## config.mk

```make
export PLATFORM = sky130hd
export DESIGN_NAME = dpcc_ctrl
export DESIGN_NICKNAME = d
export VERILOG_FILES = /design/src/hdl/dpcc_pkg.sv /design/src/hdl/dpcc_ctrl.sv
export SDC_FILE = /design/constraint.sdc
export NUM_CORES = 1
export LEC_CHECK = 0
export ABC_AREA = 1
export BUFFER_PORTS_ARGS = -buffer_cell sky130_fd_sc_hd__buf_2
export CAP_MARGIN = 25
export CORE_AREA = 4 4 41 43
export DETAILED_ROUTE_END_ITERATION = 10
export DIE_AREA = 0 0 45 47
export GPL_ROUTABILITY_DRIVEN = 0
export HOLD_SLACK_MARGIN = 0.08
export PLACE_DENSITY = 0.65
export SYNTH_ARGS = -nofsm -noshare
export SYNTH_HDL_FRONTEND = slang
export SYNTH_SLANG_ARGS = --single-unit
```

## constraint.sdc

```tcl
create_clock -name clock -period 2.5 [get_ports clock]
set_input_delay 0.25 -clock clock [delete_from_list [all_inputs] [get_ports clock]]
set_output_delay 0.25 -clock clock [all_outputs]
set_load 0.005 [all_outputs]
```

## src/hdl/dpcc_pkg.sv

```systemverilog
// Package for the dual-polarisation cross-correlator core.
// Holds the payload and command types and the shared constants.
// It has no dependencies.
package dpcc_pkg;

   localparam int SAMPLE_BITS   = 8;
   localparam int ACC_BITS_DEF  = 40;
   localparam int NORM_BITS     = 32;
   localparam int VIS_BITS      = 56;
   localparam int CSR_ADDR_BITS = 3;
   localparam int SEL_BITS      = 3;

   localparam logic [NORM_BITS-1:0] NORM_RESET = 32'h0001_0000;
   localparam logic [1:0]           PAIR_LAST  = 2'd3;

   typedef struct packed {
      logic signed [SAMPLE_BITS-1:0] a_pol0_re;
      logic signed [SAMPLE_BITS-1:0] a_pol0_im;
      logic signed [SAMPLE_BITS-1:0] a_pol1_re;
      logic signed [SAMPLE_BITS-1:0] a_pol1_im;
      logic signed [SAMPLE_BITS-1:0] b_pol0_re;
      logic signed [SAMPLE_BITS-1:0] b_pol0_im;
      logic signed [SAMPLE_BITS-1:0] b_pol1_re;
      logic signed [SAMPLE_BITS-1:0] b_pol1_im;
      logic                          final_sample;
   } req_type;

   typedef struct packed {
      logic [1:0]                 pol_pair;
      logic signed [VIS_BITS-1:0] vis_re;
      logic signed [VIS_BITS-1:0] vis_im;
      logic                       run_end;
   } rsp_type;

   // sel: {pair index, component}; component 0 is real, 1 is imaginary
   typedef struct packed {
      logic                mac_en;
      logic                mul_lo;
      logic                mul_hi;
      logic                fin;
      logic                load;
      logic                clear;
      logic [SEL_BITS-1:0] sel;
   } cmd_type;

endpackage

```

## src/hdl/dpcc_ctrl.sv

```systemverilog
// Controller of the cross-correlator: accumulate, flush, scale sequence
// and the result register's valid flag. Drives the datapath through
// dpcc_pkg::cmd_type; depends on dpcc_pkg.
module dpcc_ctrl (
   input  logic              clock,
   input  logic              reset,
   input  logic              req_valid,
   input  logic              req_final,
   output logic              req_stall,
   input  logic              rsp_stall,
   output logic              rsp_valid,
   output dpcc_pkg::cmd_type cmd
);

   localparam logic [2:0] ST_ACC   = 3'd0;
   localparam logic [2:0] ST_FLUSH = 3'd1;
   localparam logic [2:0] ST_LO    = 3'd2;
   localparam logic [2:0] ST_HI    = 3'd3;
   localparam logic [2:0] ST_FIN   = 3'd4;
   localparam logic [2:0] ST_LOAD  = 3'd5;

   logic [2:0]                    state_ff, state_in;
   logic [dpcc_pkg::SEL_BITS-1:0] sel_ff, sel_in;
   logic                          rsp_valid_ff, rsp_valid_in;
   logic                          accept;
   logic                          out_free;

   assign req_stall = (state_ff != ST_ACC);
   assign rsp_valid = rsp_valid_ff;
   assign accept    = req_valid && (state_ff == ST_ACC);
   assign out_free  = !rsp_valid_ff || !rsp_stall;

   always_comb begin
      state_in     = state_ff;
      sel_in       = sel_ff;
      rsp_valid_in = rsp_valid_ff && rsp_stall;
      cmd          = '0;
      cmd.sel      = sel_ff;
      cmd.mac_en   = accept;
      case (state_ff)
         ST_ACC: begin
            if (accept && req_final) state_in = ST_FLUSH;
         end
         // last product pair still going into the accumulators
         ST_FLUSH: state_in = ST_LO;
         ST_LO: begin
            cmd.mul_lo = 1'b1;
            state_in   = ST_HI;
         end
         ST_HI: begin
            cmd.mul_hi = 1'b1;
            state_in   = ST_FIN;
         end
         ST_FIN: begin
            cmd.fin = 1'b1;
            if (sel_ff[0] == 1'b0) begin
               sel_in   = sel_ff + 1'b1;
               state_in = ST_LO;
            end else begin
               state_in = ST_LOAD;
            end
         end
         ST_LOAD: begin
            if (out_free) begin
               cmd.load     = 1'b1;
               rsp_valid_in = 1'b1;
               if (sel_ff[2:1] == dpcc_pkg::PAIR_LAST) begin
                  cmd.clear = 1'b1;
                  sel_in    = '0;
                  state_in  = ST_ACC;
               end else begin
                  sel_in   = sel_ff + 1'b1;
                  state_in = ST_LO;
               end
            end
         end
         default: state_in = ST_ACC;
      endcase
   end

   always_ff @(posedge clock) begin
      if (reset) begin
         state_ff     <= ST_ACC;
         sel_ff       <= '0;
         rsp_valid_ff <= 1'b0;
      end else begin
         state_ff     <= state_in;
         sel_ff       <= sel_in;
         rsp_valid_ff <= rsp_valid_in;
      end
   end

endmodule

```

== Word-level counts from Yosys, hierarchy flattened ==
Cells that the tools add are included.
Storage, ports and cells
  bits of input ports: 5
  output and inout bits: 11
  word-level logic and storage cells: 43
  bits in registers: 7
Cells by class
  multiplexer cells: 17
  add/subtract/negate cells: 1
  reduce and logical (&&, ||, !) cells: 12
  eq/ne operators: 9
Operators with widths (count)
  $mux W3: 6
  $pmux W3 S6: 1
  $eq A3 B2 Y1 const B: 2
  $eq A3 B3 Y1 const B: 2
  $mux W1: 6
  $mux W2: 3
  $pmux W3 S2: 1
  $ne A2 B2 Y1 const B: 2
  $reduce_and A2 Y1: 2
  $add A3 B1 Y3 const B: 1
  $eq A3 B1 Y1 const B: 1
  $logic_and A1 B1 Y1: 3
  $logic_not A3 Y1: 1
  $reduce_and A3 Y1: 1
  $reduce_bool A3 Y1: 1
  $eq A2 B2 Y1 const B: 1
  $logic_not A1 Y1: 2
  $ne A2 B1 Y1 const B: 1
  $reduce_bool A2 Y1: 1
  $logic_or A1 B1 Y1: 1

== Depth between registers and ports, before layout ==
  depth in word-level cells: 5
  mapped depth: 8
  gate-level depth less buffers: 8

== Least setup slack after synthesis ==
No wires, ideal clock.
  path type: register to output
  from: register state_ff[0]
  to: output cmd[8] in the netlist's numbering
  data required time: 2.250 ns
  path slack: 1.392 ns
  stages on the path, launching flop included: 5
  arrival: 0.858 ns
  path buffers: 1
  path through: dfxtp_1 -> nor2_2 -> nand2_1 -> nor2_1 -> buf_4
Between the ends
  cells in the longest elaborated chain, start to end: 2
RTL lines
  from (decl): RTL line dpcc_ctrl.sv:22  | logic [2:0] state_ff, state_in;
  from (signal assigned): RTL line dpcc_ctrl.sv:87  | state_ff <= state_in;
  $logic_not A3 Y1: RTL line dpcc_ctrl.sv:30  | assign accept = req_valid && (state_ff == ST_ACC);
  $logic_and A1 B1 Y1: RTL line dpcc_ctrl.sv:30
  to (decl): RTL line dpcc_ctrl.sv:12  | output dpcc_pkg::cmd_type cmd
Every way passes these cells.

==> qor.yml <==
clocking:
  cts_tree: "done"
  clk_pin_slew_ps: 60
  post_cts_buffers: 0
  cts_root_buf: "clkbuf_4"
  htreeDepth: 1
  cts_made_buffers: 3
  cts-resized-gates: 0
  ctsHoldBuffers: 0
  clock_latency_ps: 260
  cts.sinks: 7
  clockBufferDepth: 2
sta:
  rsz0062_at_grt: "false"
  max_slew_margin_pct: 82.4
  slew_viol_final: 0
  max_freq_mhz: 690
  final-setup-viol-count: 0
  hold_viol_final: 0
  fin_tns_setup_ps: 0
  fin_crit_sh_pct: 58.0
  fin_skew_ps: 7.80
  tightest_slew_ps: 263
  fin_crit_ps: 1450
route:
  drt_iter0_markers: 17
  first_pass_iters: 4
  wire_per_inst_um: 10.5
  routed_wl_um: 1130
  remaining_drc_errors: 0
  ant_nets: 0
  viasPerCell: 4.73
  vias: 511
grt:
  grt_pass1_wl_um: 1930
  use_met2_pct: 19.8
  top_usage_layer: "met2"
  grt-ovfl-total: 0
  grt_pass1_vias: 458
  met3_usage_pct: 4.21
  grt_max_degree: 8
  antenna_found_initial: 0
  met1_usage_pct: 15.8
  grt_usage_pct: 13.5
floorplanning:
  start_util_pct: 36.5
  io_pins: 16
  die_x_um: 45
  dieArea_mm2: 0.00212
  core_mm2: 0.00130
  die_y_um: 47
  rows: 13
logic_synthesis:
  synth_most_common_cell: "nand2_1"
  synthTopCellsByCount: "nand2_1 (18), inv_1 (11), nor2_1 (10), dfxtp_1 (7), nand3_1 (6)"
  syn_nets: 82
  async_reset_ff_share_pct: 0
  ys_types: 17
  yosysSeqAreaShare_pct: 29.5
  syn-instance-count: 75
  synth-edff-count: 0
  synth_area_leaders: "dfxtp_1 (29%), nand2_1 (14%), inv_1 (8.7%)"
  ys_warn_count: 0
  ys_ff_latch: 7
  ys.flop_type: "dfxtp_1"
  syn-cell-area_um2: 475
  yosysTopAreaCellShare_pct: 29.5
  syn_area_per_cell_um2: 6.34
  yosys.area.top_type: "dfxtp_1"
placed_design:
  post-dp-hpwl_um: 883
  dpl_cell_area_um2: 562
  numPortBuffers: 15
critical_path:
  worstSetupEndpointType: "output pin"
  worstPathMaxFanout: 6
  path_class: "reg -> out"
  arrival_ps: 1200
  startpoint_type: "register"
  crit_required_ps: 2250
min_path:
  holdCritPathClass: "in -> reg"
cells_and_area:
  drive_above_1_share_pct: 30.1
  finalInstanceArea_um2: 588
  fin_nets: 101
  antenna_cells: 0
  syn2layout_area_growth_pct: 23.7
power:
  leakage_uw: 0.000341
  peakVddDrop_uv: 265
  power_uw: 267
  p_per_area_mw_per_mm2: 454
job:
  max_cap_violations: 0
status:
  status: "complete, no violations"
state kept, by name, summed over array words and instances, names as in the netlist:
register / flops
state_ff: 3
sel_ff: 3
rsp_valid: 1
metal layers:
metal | vias up | part of all wire [%]
li1 | 271 | -
met1 | 225 | 46
met2 | 10 | 45
met3 | 5 | 5.6
met4 | 0 | 3.6
met5 | - | 0
area by class of cell:
cell class | instances | area [um^2]
inverters | 13 | 48.8
flip-flops and latches | 7 | 140
fillers | 149 | 713
well taps | 15 | 18.8
multi-input cells | 54 | 279
repair buffers | 15 | 75.1
clock buffers | 4 | 26.3
final timing paths:
| path | startpoint | end | slack (ps) | depth (start not counted) |
|---|---|---|---|---|
| min reg2reg | sel_ff[2] | sel_ff[2] | 550 | 4 |
| max | state_ff[2] | cmd[3] | 1050 | 3 |
| min | reset | state_ff[2] | 210 | 2 |
| max reg2reg | state_ff[0] | sel_ff[2] | 1320 | 7 |
layout by cell type (no fill, tap or decap):
cell       n
nand4_1    2
o21ai_1    2
ha_1       2
clkbuf_1   1
nand3_2    2
nand2_1   18
nand2_2    3
clkbuf_4   3
dfxtp_1    7
o21ai_0    3
nor2_2     1
nor2_4     1
nor3_2     1
nand3_1    6
inv_2      2
a21oi_1    3
inv_1     11
buf_2     15
nor2_1    10
logic make-up after synthesis:
logic type	Yosys count	synth area share (%)
simple gates	44	45.0
fa+ha+maj	2	5.26
buf+inv	14	11.8
compound gates	8	8.42
flops	7	29.5
worst max-delay path, stage by stage, from the launching register on:
cell and delay (ps):
dfxtp_1 470, nand4_1 210, nor2_1 130, buf_2 120
power breakdown:
group          switching (uW)  total (uW)  internal (uW)
logic                    21.1        36.2           15.1
registers                5.25         120            115
clock network            49.6         111           61.4
per-stage QoR:
stage	utilization (%)	hold WS, ps	setup WS, ps	std cells
2_1_floorplan	-	319	1390	75
3_3_place_gp	43.2	483	1320	104
3_5_place_dp	43.2	486	1310	104
4_1_cts	45.2	207	1030	108
5_1_grt	45.2	215	932	108
6_report	45.2	208	1050	108
No activity file was read; power rests on OpenSTA's default activity.
